`src/hw/rtl/sfrb_pkg.sv`:
```
// ----------------------------------------------------------------------------
// sfrb_pkg
// Shared constants and types for the SLIP frame ring buffer.
// ----------------------------------------------------------------------------
package sfrb_pkg;

  // Default ring depth
  localparam int unsigned DefaultDepth = 256;

  // SLIP framing bytes
  localparam logic [7:0] FEND_BYTE  = 8'hC0;
  localparam logic [7:0] FESC_BYTE  = 8'hDB;
  localparam logic [7:0] TFEND_BYTE = 8'hDC;
  localparam logic [7:0] TFESC_BYTE = 8'hDD;

  // Two delimiters around every frame
  localparam int unsigned FrameOverhead = 2;

  // Command codes
  localparam logic [1:0] CMD_START = 2'd0;
  localparam logic [1:0] CMD_DATA  = 2'd1;
  localparam logic [1:0] CMD_END   = 2'd2;
  localparam logic [1:0] CMD_READ  = 2'd3;

  // Status codes
  localparam logic [1:0] ST_OK      = 2'd0;
  localparam logic [1:0] ST_NOSPACE = 2'd1;
  localparam logic [1:0] ST_EMPTY   = 2'd2;
  localparam logic [1:0] ST_IGNORED = 2'd3;

  // One result beat
  typedef struct packed {
    logic [1:0] status;
    logic [7:0] read_byte;
    logic       read_valid;
    logic [7:0] space_left;
  } res_t;

endpackage

```
`src/hw/rtl/slip_frame_ring_buffer_unit.sv`:
```
// ----------------------------------------------------------------------------
// slip_frame_ring_buffer_unit
// SLIP frame builder over a byte ring held in one synchronous memory.
// ----------------------------------------------------------------------------
//
//  channel | direction | handshake             | payload
//  --------+-----------+-----------------------+-------------------------------------
//  in      | input     | in_valid_i/in_ready_o | command_i, data_byte_i, frame_length_i
//  out     | output    | out_valid_o/out_ready_i | status_o, read_byte_o, read_valid_o,
//          |           |                       | space_left_o
//
//  Start, end, plain payload and read-on-empty complete from the idle state; an
//  escaped payload byte makes two ring writes through the single write port
//  (the second one in S_ESC2) and a successful read waits in S_RDATA for the
//  registered memory read data. One result beat per input beat. A result that
//  cannot leave goes to a one-deep hold register; input stalls only while that
//  register is full or the sequencer is in S_ESC2 or S_RDATA.
//  Reset clears pointers, frame flags and handshake state; ring contents are
//  not cleared (only committed, already written entries are ever read).
//
module slip_frame_ring_buffer_unit
  import sfrb_pkg::*;
#(
  parameter int unsigned BUFFER_DEPTH = DefaultDepth
) (
  input  logic       clk_i,
  input  logic       rst_ni,
  input  logic       in_valid_i,
  output logic       in_ready_o,
  input  logic [1:0] command_i,
  input  logic [7:0] data_byte_i,
  input  logic [7:0] frame_length_i,
  output logic       out_valid_o,
  input  logic       out_ready_i,
  output logic [1:0] status_o,
  output logic [7:0] read_byte_o,
  output logic       read_valid_o,
  output logic [7:0] space_left_o
);

  // Pointer width and a compare width wide enough for depth and length + 2
  localparam int unsigned AW = $clog2(BUFFER_DEPTH);
  localparam int unsigned CW = ((AW > 9) ? AW : 9) + 2;

  // Sequencer codes
  localparam logic [1:0] S_IDLE  = 2'd0;
  localparam logic [1:0] S_ESC2  = 2'd1;
  localparam logic [1:0] S_RDATA = 2'd2;

  // --------------------------------------------------------------------------
  // Modular pointer helpers (depth need not be a power of two)
  // --------------------------------------------------------------------------
  function automatic logic [CW-1:0] free_of(input logic [AW-1:0] rd, input logic [AW-1:0] wr);
    logic [CW-1:0] f;
    if (rd > wr) begin
      f = CW'(rd) - CW'(wr) - CW'(1);
    end else begin
      f = CW'(rd) + CW'(BUFFER_DEPTH) - CW'(wr) - CW'(1);
    end
    return f;
  endfunction

  function automatic logic [AW-1:0] add_mod(input logic [AW-1:0] p, input logic [AW-1:0] off);
    logic [AW:0] s;
    s = (AW+1)'(p) + (AW+1)'(off);
    if (s >= (AW+1)'(BUFFER_DEPTH)) begin
      s = s - (AW+1)'(BUFFER_DEPTH);
    end
    return s[AW-1:0];
  endfunction

  function automatic logic [AW-1:0] inc_mod(input logic [AW-1:0] p);
    return (p == AW'(BUFFER_DEPTH - 1)) ? '0 : p + AW'(1);
  endfunction

  function automatic logic [7:0] sat8(input logic [CW-1:0] v);
    return (v >= CW'(255)) ? 8'hFF : v[7:0];
  endfunction

  // --------------------------------------------------------------------------
  // State
  // --------------------------------------------------------------------------
  logic [1:0]    state_q, state_d;
  logic [AW-1:0] wr_q, wr_d;       // committed head
  logic [AW-1:0] rd_q, rd_d;       // tail
  logic [AW-1:0] pend_q, pend_d;   // entries written in the open frame
  logic          open_q, open_d;
  logic          drop_q, drop_d;
  logic [7:0]    esc2_q, esc2_d;   // second byte of an escape pair

  // Ring memory, one write and one registered read port
  logic [7:0]    mem_q [BUFFER_DEPTH];
  logic          mem_we;
  logic [AW-1:0] mem_waddr;
  logic [7:0]    mem_wdata;
  logic          mem_re;
  logic [7:0]    rdata_q;

  // Result path: output register plus one-deep hold
  res_t res, out_q, hold_q;
  logic fin;
  logic out_valid_q, hold_valid_q;
  logic out_free;

  logic          in_fire;
  logic [CW-1:0] free_cur;
  logic [AW-1:0] pend_addr;
  logic          is_esc;

  assign in_ready_o = (state_q == S_IDLE) && !hold_valid_q;
  assign in_fire    = in_valid_i && in_ready_o;
  assign out_free   = !out_valid_q || out_ready_i;
  assign free_cur   = free_of(rd_q, wr_q);
  assign pend_addr  = add_mod(wr_q, pend_q);
  assign is_esc     = (data_byte_i == FEND_BYTE) || (data_byte_i == FESC_BYTE);

  // --------------------------------------------------------------------------
  // Command sequencer
  // Reads touch only committed entries and never share a cycle with a write,
  // so no forwarding is needed around the memory.
  // --------------------------------------------------------------------------
  always_comb begin
    state_d   = state_q;
    wr_d      = wr_q;
    rd_d      = rd_q;
    pend_d    = pend_q;
    open_d    = open_q;
    drop_d    = drop_q;
    esc2_d    = esc2_q;
    mem_we    = 1'b0;
    mem_waddr = pend_addr;
    mem_wdata = FEND_BYTE;
    mem_re    = 1'b0;
    fin       = 1'b0;
    res       = '0;

    unique case (state_q)
      S_IDLE: begin
        if (in_fire) begin
          unique case (command_i)
            CMD_START: begin
              fin    = 1'b1;
              open_d = 1'b0;
              drop_d = 1'b0;
              pend_d = '0;
              if (free_cur < CW'(frame_length_i) + CW'(FrameOverhead)) begin
                res.status = ST_NOSPACE;
              end else begin
                // tentative opening delimiter at the head
                mem_we     = 1'b1;
                mem_waddr  = wr_q;
                mem_wdata  = FEND_BYTE;
                pend_d     = AW'(1);
                open_d     = 1'b1;
                res.status = ST_OK;
              end
            end
            CMD_DATA: begin
              if (!open_q) begin
                fin        = 1'b1;
                res.status = ST_IGNORED;
              end else if (drop_q) begin
                fin        = 1'b1;
                res.status = ST_NOSPACE;
              end else if (CW'(pend_q) + (is_esc ? CW'(2) : CW'(1)) + CW'(1) > free_cur) begin
                fin        = 1'b1;
                drop_d     = 1'b1;
                res.status = ST_NOSPACE;
              end else if (is_esc) begin
                mem_we    = 1'b1;
                mem_wdata = FESC_BYTE;
                pend_d    = pend_q + AW'(1);
                esc2_d    = (data_byte_i == FEND_BYTE) ? TFEND_BYTE : TFESC_BYTE;
                state_d   = S_ESC2;
              end else begin
                fin        = 1'b1;
                mem_we     = 1'b1;
                mem_wdata  = data_byte_i;
                pend_d     = pend_q + AW'(1);
                res.status = ST_OK;
              end
            end
            CMD_END: begin
              fin = 1'b1;
              if (!open_q) begin
                res.status = ST_IGNORED;
              end else if (drop_q) begin
                res.status = ST_NOSPACE;
              end else begin
                // closing delimiter, then commit the whole frame
                mem_we     = 1'b1;
                mem_wdata  = FEND_BYTE;
                wr_d       = inc_mod(pend_addr);
                res.status = ST_OK;
              end
              open_d = 1'b0;
              drop_d = 1'b0;
              pend_d = '0;
            end
            CMD_READ: begin
              if (rd_q == wr_q) begin
                fin        = 1'b1;
                res.status = ST_EMPTY;
              end else begin
                mem_re  = 1'b1;
                rd_d    = inc_mod(rd_q);
                state_d = S_RDATA;
              end
            end
            default: ;
          endcase
        end
      end
      S_ESC2: begin
        mem_we     = 1'b1;
        mem_wdata  = esc2_q;
        pend_d     = pend_q + AW'(1);
        fin        = 1'b1;
        res.status = ST_OK;
        state_d    = S_IDLE;
      end
      S_RDATA: begin
        fin            = 1'b1;
        res.status     = ST_OK;
        res.read_byte  = rdata_q;
        res.read_valid = 1'b1;
        state_d        = S_IDLE;
      end
      default: state_d = S_IDLE;
    endcase

    res.space_left = sat8(free_of(rd_d, wr_d));
  end

  always_ff @(posedge clk_i or negedge rst_ni) begin
    if (!rst_ni) begin
      state_q <= S_IDLE;
      wr_q    <= '0;
      rd_q    <= '0;
      pend_q  <= '0;
      open_q  <= 1'b0;
      drop_q  <= 1'b0;
    end else begin
      state_q <= state_d;
      wr_q    <= wr_d;
      rd_q    <= rd_d;
      pend_q  <= pend_d;
      open_q  <= open_d;
      drop_q  <= drop_d;
    end
  end

  always_ff @(posedge clk_i) begin
    esc2_q <= esc2_d;
  end

  // Ring memory
  always_ff @(posedge clk_i) begin
    if (mem_we) begin
      mem_q[mem_waddr] <= mem_wdata;
    end
    if (mem_re) begin
      rdata_q <= mem_q[rd_q];
    end
  end

  // --------------------------------------------------------------------------
  // Output register and hold (skid) register
  // --------------------------------------------------------------------------
  always_ff @(posedge clk_i or negedge rst_ni) begin
    if (!rst_ni) begin
      out_valid_q  <= 1'b0;
      hold_valid_q <= 1'b0;
    end else begin
      if (hold_valid_q && out_free) begin
        out_valid_q  <= 1'b1;
        hold_valid_q <= 1'b0;
      end else if (fin) begin
        if (out_free) begin
          out_valid_q <= 1'b1;
        end else begin
          hold_valid_q <= 1'b1;
        end
      end else if (out_ready_i) begin
        out_valid_q <= 1'b0;
      end
    end
  end

  always_ff @(posedge clk_i) begin
    if (hold_valid_q && out_free) begin
      out_q <= hold_q;
    end else if (fin) begin
      if (out_free) begin
        out_q <= res;
      end else begin
        hold_q <= res;
      end
    end
  end

  assign out_valid_o  = out_valid_q;
  assign status_o     = out_q.status;
  assign read_byte_o  = out_q.read_byte;
  assign read_valid_o = out_q.read_valid;
  assign space_left_o = out_q.space_left;

  // --------------------------------------------------------------------------
  // Assertions
  // --------------------------------------------------------------------------
  a_hold_implies_out: assert property (@(posedge clk_i) disable iff (!rst_ni)
    hold_valid_q |-> out_valid_q)
    else $error("hold register full while output register empty");

  a_busy_hold_empty: assert property (@(posedge clk_i) disable iff (!rst_ni)
    (state_q != S_IDLE) |-> !hold_valid_q)
    else $error("hold register full during a multi-cycle item");

  a_rdata_from_read: assert property (@(posedge clk_i) disable iff (!rst_ni)
    in_fire && (command_i == CMD_READ) && (rd_q != wr_q) |=> (state_q == S_RDATA))
    else $error("read issued without data phase");

  a_closed_no_pending: assert property (@(posedge clk_i) disable iff (!rst_ni)
    !open_q |-> (pend_q == '0) && !drop_q)
    else $error("pending entries or drop flag without an open frame");

  a_pending_fits: assert property (@(posedge clk_i) disable iff (!rst_ni)
    open_q && !drop_q |-> (CW'(pend_q) <= free_cur))
    else $error("open frame overruns committed free space");

endmodule

```
`config.mk`:
```
export PLATFORM = sky130hd
export DESIGN_NAME = slip_frame_ring_buffer_unit
export DESIGN_NICKNAME = d
export VERILOG_FILES = /design/src/hw/rtl/sfrb_pkg.sv /design/src/hw/rtl/slip_frame_ring_buffer_unit.sv
export SDC_FILE = /design/constraint.sdc
export NUM_CORES = 2
export LEC_CHECK = 0
export ABC_CLOCK_PERIOD_IN_PS = 46900
export BUFFER_PORTS_ARGS = -buffer_cell sky130_fd_sc_hd__buf_2
export CAP_MARGIN = 10
export CORE_MARGIN = 2
export CORE_UTILIZATION = 49
export CTS_CLUSTER_SIZE = 16
export DETAILED_ROUTE_END_ITERATION = 10
export SLEW_MARGIN = 0
export SYNTH_ARGS = -nofsm -noshare
export SYNTH_HDL_FRONTEND = slang
export SYNTH_SLANG_ARGS = --single-unit
export TNS_END_PERCENT = 50
```
`constraint.sdc`:
```
create_clock -name clk_i -period 46.9 [get_ports clk_i]
set_clock_uncertainty 0.1 [all_clocks]
set_input_delay 0 -clock clk_i [delete_from_list [all_inputs] [get_ports clk_i]]
set_output_delay 0 -clock clk_i [all_outputs]
set_load 0.01 [all_outputs]
```
==> results.yml <==
layout:
  stdcell_count: 6802
  final_util: 0.5535
  drive_gt1_frac: 0.2587
  nets: 4386
  syn_to_final_growth_pct: 11.98
  antenna_cells: 0
synth:
  seq_area_frac_synth: 0.7394
  async_flop_share: 0.01412
  synthesis.area_mm2: 0.08610
  syn_inst: 4165
  yosys-top-cells-count: "edfxtp_1, mux4_2, nor2_1"
  yosysTopAreaCell: "edfxtp_1"
  synth_top_area_frac: 0.7306
  yosys.cell_count.top_type: "edfxtp_1"
  synth_top_flop_cell: "edfxtp_1"
  synth_edf_count: 2095
  ys_warn_count: 0
  syn_avg_cell_area_um2: 20.67
  synth_cell_type_count: 74
  syn_nets: 4250
  ys_top_cells_by_area: "edfxtp_1, mux4_2, nor2_1"
  ys_seq_elements: 2125
global_route:
  antenna_found_initial: 2
  grt_max_degree: 202
  overflow: 0
  grt_pass1_vias: 42410
  grt_use_met3: 0.04034
  grt_pass1_wl_um: 307500
  grt_use_total: 0.2381
  grt-busiest-layer: "met2"
  grt_util_met1: 0.3501
  grtUsageMet2: 0.3744
critical_path:
  required_ns: 47.25
  r2r_end: "mem_q[6][0]"
  crit_type: "reg -> reg"
  path_delay_family: "buffers and inverters"
  crit_buf_inv: 5
  cp_data_arrival_time_ns: 9.17
  rrSetupSlack_ns: 38.08
  crit_path_end_kind: "register"
  path_cells: "inv_1 -> ha_1 -> inv_1 -> fa_1 -> a21o_1 -> a211oi_1 -> a41oi_1 -> o311ai_1 -> and2_1 -> xnor2_1 -> o21a_1 -> ha_1 -> a211o_1 -> nor2_1 -> a211oi_1 -> o31ai_1 -> nor2_1 -> nand2_1 -> nand3_1 -> o21ai_4 -> buf_4 -> buf_4 -> buf_4"
  start_kind: "register"
  crit_top_cell: "buf_4"
  path_max_fanout: 104
  reg2reg_from: "rd_q[0]"
  slowest_stage: "buf_4"
  slowest_delay_ns: 0.97
  ff2ff_path_depth: 23
timing:
  min_period_ns: 8.821
  rsz0062_at_grt: "false"
  relSlewSlack: 0.2210
  hold_viol_final: 0
  drv_slew: 0
  fin_crit_sh: 0.1881
  setup_viol: 0
  fmax_mhz: 113.4
  worst_slack_ns: 38.08
  worstMarginPinSlew_ns: 1.168
  tns_ns: 0
clock_network:
  cts_sinks: 2125
  cts-root-buf: "clkbuf_16"
  path_clk_slew_ns: 0.07
  worst_skew_pair.late_latency_ns: 0.83
  cts_tree: "built"
  post_cts_resized: 0
  cts_max_level: 4
  numCtsBuffers: 212
  max-clock-path-buffers: 3
floorplanning:
  dieWidth_um: 423.2
  initial_utilization: 0.4943
  die-area_mm2: 0.1791
  fp-row-count: 153
  die_h_um: 423.2
  core-area_mm2: 0.1742
  pin_count: 43
power:
  power_switching_mw: 1.531
  finalPower_mw: 5.128
  swShare: 0.2985
  pwr-share-seq: 0.421
  power_density_mw_per_mm2: 53.19
  leakage_nw: 29.52
  p_int_mw: 3.597
  power_frac_comb: 0.258
  p_clk_frac: 0.321
  ir_drop_uv: 42.41
routing:
  antenna_left: 0
  remaining_drc_errors: 0
  routed_wl_um: 211700
  vias: 42070
  drt-wirelength-per-cell_um: 31.13
  viasPerCell: 6.185
  drt_iter0_drc: 4686
  drtPass1Iterations: 7
placed_design:
  io_buffer_count: 42
  gp_congestion: 0.8746
  dp.cells: 6383
  dp_hpwl_um: 125000
  place_ws_ns: 37.92
flow_run:
  max_cap_violations: 0
run_status:
  status: "complete, no violations"
worst_hold_path:
  hold_class: "in -> async"
==> cells by family after synthesis <==
group / synth area share
simple gates: 0.03303
compound gates: 0.02857
fa+ha+maj: 0.009678
mux: 0.1699
flops: 0.7394
xor+xnor: 0.005696
buf+inv: 0.01375
==> timing repair <==
item	CTS	global route
hold endpoints to repair	201	0
hold buffers	21	0
setup endpoints to repair	0	0
setup buffers	0	0
==> state kept, by name (all words and copies together), names as in the netlist <==
| register | count |
|---|---|
| mem_q | 2048 |
| hold_q | 19 |
| pend_q | 8 |
| rd_q | 8 |
| rdata_q | 8 |
| read_byte_o | 8 |
| space_left_o | 8 |
| wr_q | 8 |
| state_q | 2 |
| status_o | 2 |
| drop_q | 1 |
| esc2_q | 1 |
| hold_valid_q | 1 |
| open_q | 1 |
| out_valid_o | 1 |
| read_valid_o | 1 |
==> metal layers <==
| layer | wire length, um | vias up | part of all wire |
|---|---|---|---|
| met5 | 0 | - | 0 |
| met4 | 5213 | 0 | 0.025 |
| met3 | 14330 | 285 | 0.068 |
| met2 | 101800 | 1502 | 0.48 |
| met1 | 90400 | 22640 | 0.43 |
| li1 | - | 17650 | - |
==> power groups by stage <==
stage	combinational [mW]	sequential, mW	clock [mW]
detailed placement	1.33	2.20	0
global placement	1.33	2.20	0
global route	1.42	2.16	1.75
CTS	1.33	2.16	1.67
floorplan	0.960	2.17	0
finish	1.32	2.16	1.65
==> metrics by stage <==
step	hold slack (ns)	cell area (um^2)
after global routing	0.1223	96420
final	0.09741	96420
after floorplan	-0.3956	86100
after CTS	0.04519	96360
after global placement	0.01897	89380
after detailed placement	0.02380	89420
==> final cells by class <==
cell class	instances	area, um^2
Clock inverter	133	1226
Fill cell	13170	77780
Clock buffer	257	5495
Multi-Input combinational cell	1742	21640
Sequential cell	2125	63680
Timing Repair Buffer	166	1269
Tap cell	2325	2909
Inverter	54	202.7
==> cell usage in the layout (no fill, tap or decap), types with 9 or more instances in the layout <==
master            n
inv_1            54
clkinv_1         58
clkbuf_16       213
bufinv_16        18
xnor2_1          32
a21oi_1          42
xor2_1           24
nor3_1           45
ha_1             57
mux2_2           14
buf_2            51
and3_1            9
dfrtp_1          26
or2_2            17
clkinv_2         39
a21o_1           19
nand4_1          10
a211oi_1         20
nand3_1          35
a22o_1           22
o21ai_0          44
nor2b_1          14
o22ai_1          14
nand2_1          97
a221oi_1         16
buf_4            85
mux4_2          640
clkbuf_1         44
and2_1           49
edfxtp_1       2095
o211a_1          10
a22oi_1          50
nand2b_1         10
o22ai_4          15
o21a_1           16
nor2_1          290
dlygate4sd3_1    20
==> worst max path at each step <==
stage / from / endpoint / slack [ns] / depth (start not counted)
6_report: rd_q[0] / mem_q[6][0] / 38.08 / 23
5_1_grt: rd_q[0] / mem_q[7][0] / 37.35 / 23
4_1_cts: rd_q[4] / mem_q[6][0] / 37.86 / 21
3_5_place_dp: rd_q[4] / mem_q[22][0] / 37.92 / 21
3_3_place_gp: rd_q[4] / mem_q[22][0] / 38.03 / 21
2_1_floorplan: rd_q[0] / mem_q[0][2] / 29.25 / 26
==> tightest hold or removal path, delay by kind of cell <==
kind | cells | cell delay (ns)
buffers and inverters | 4 | 1.39
Note: power is estimated with default switching activity, not from simulation.
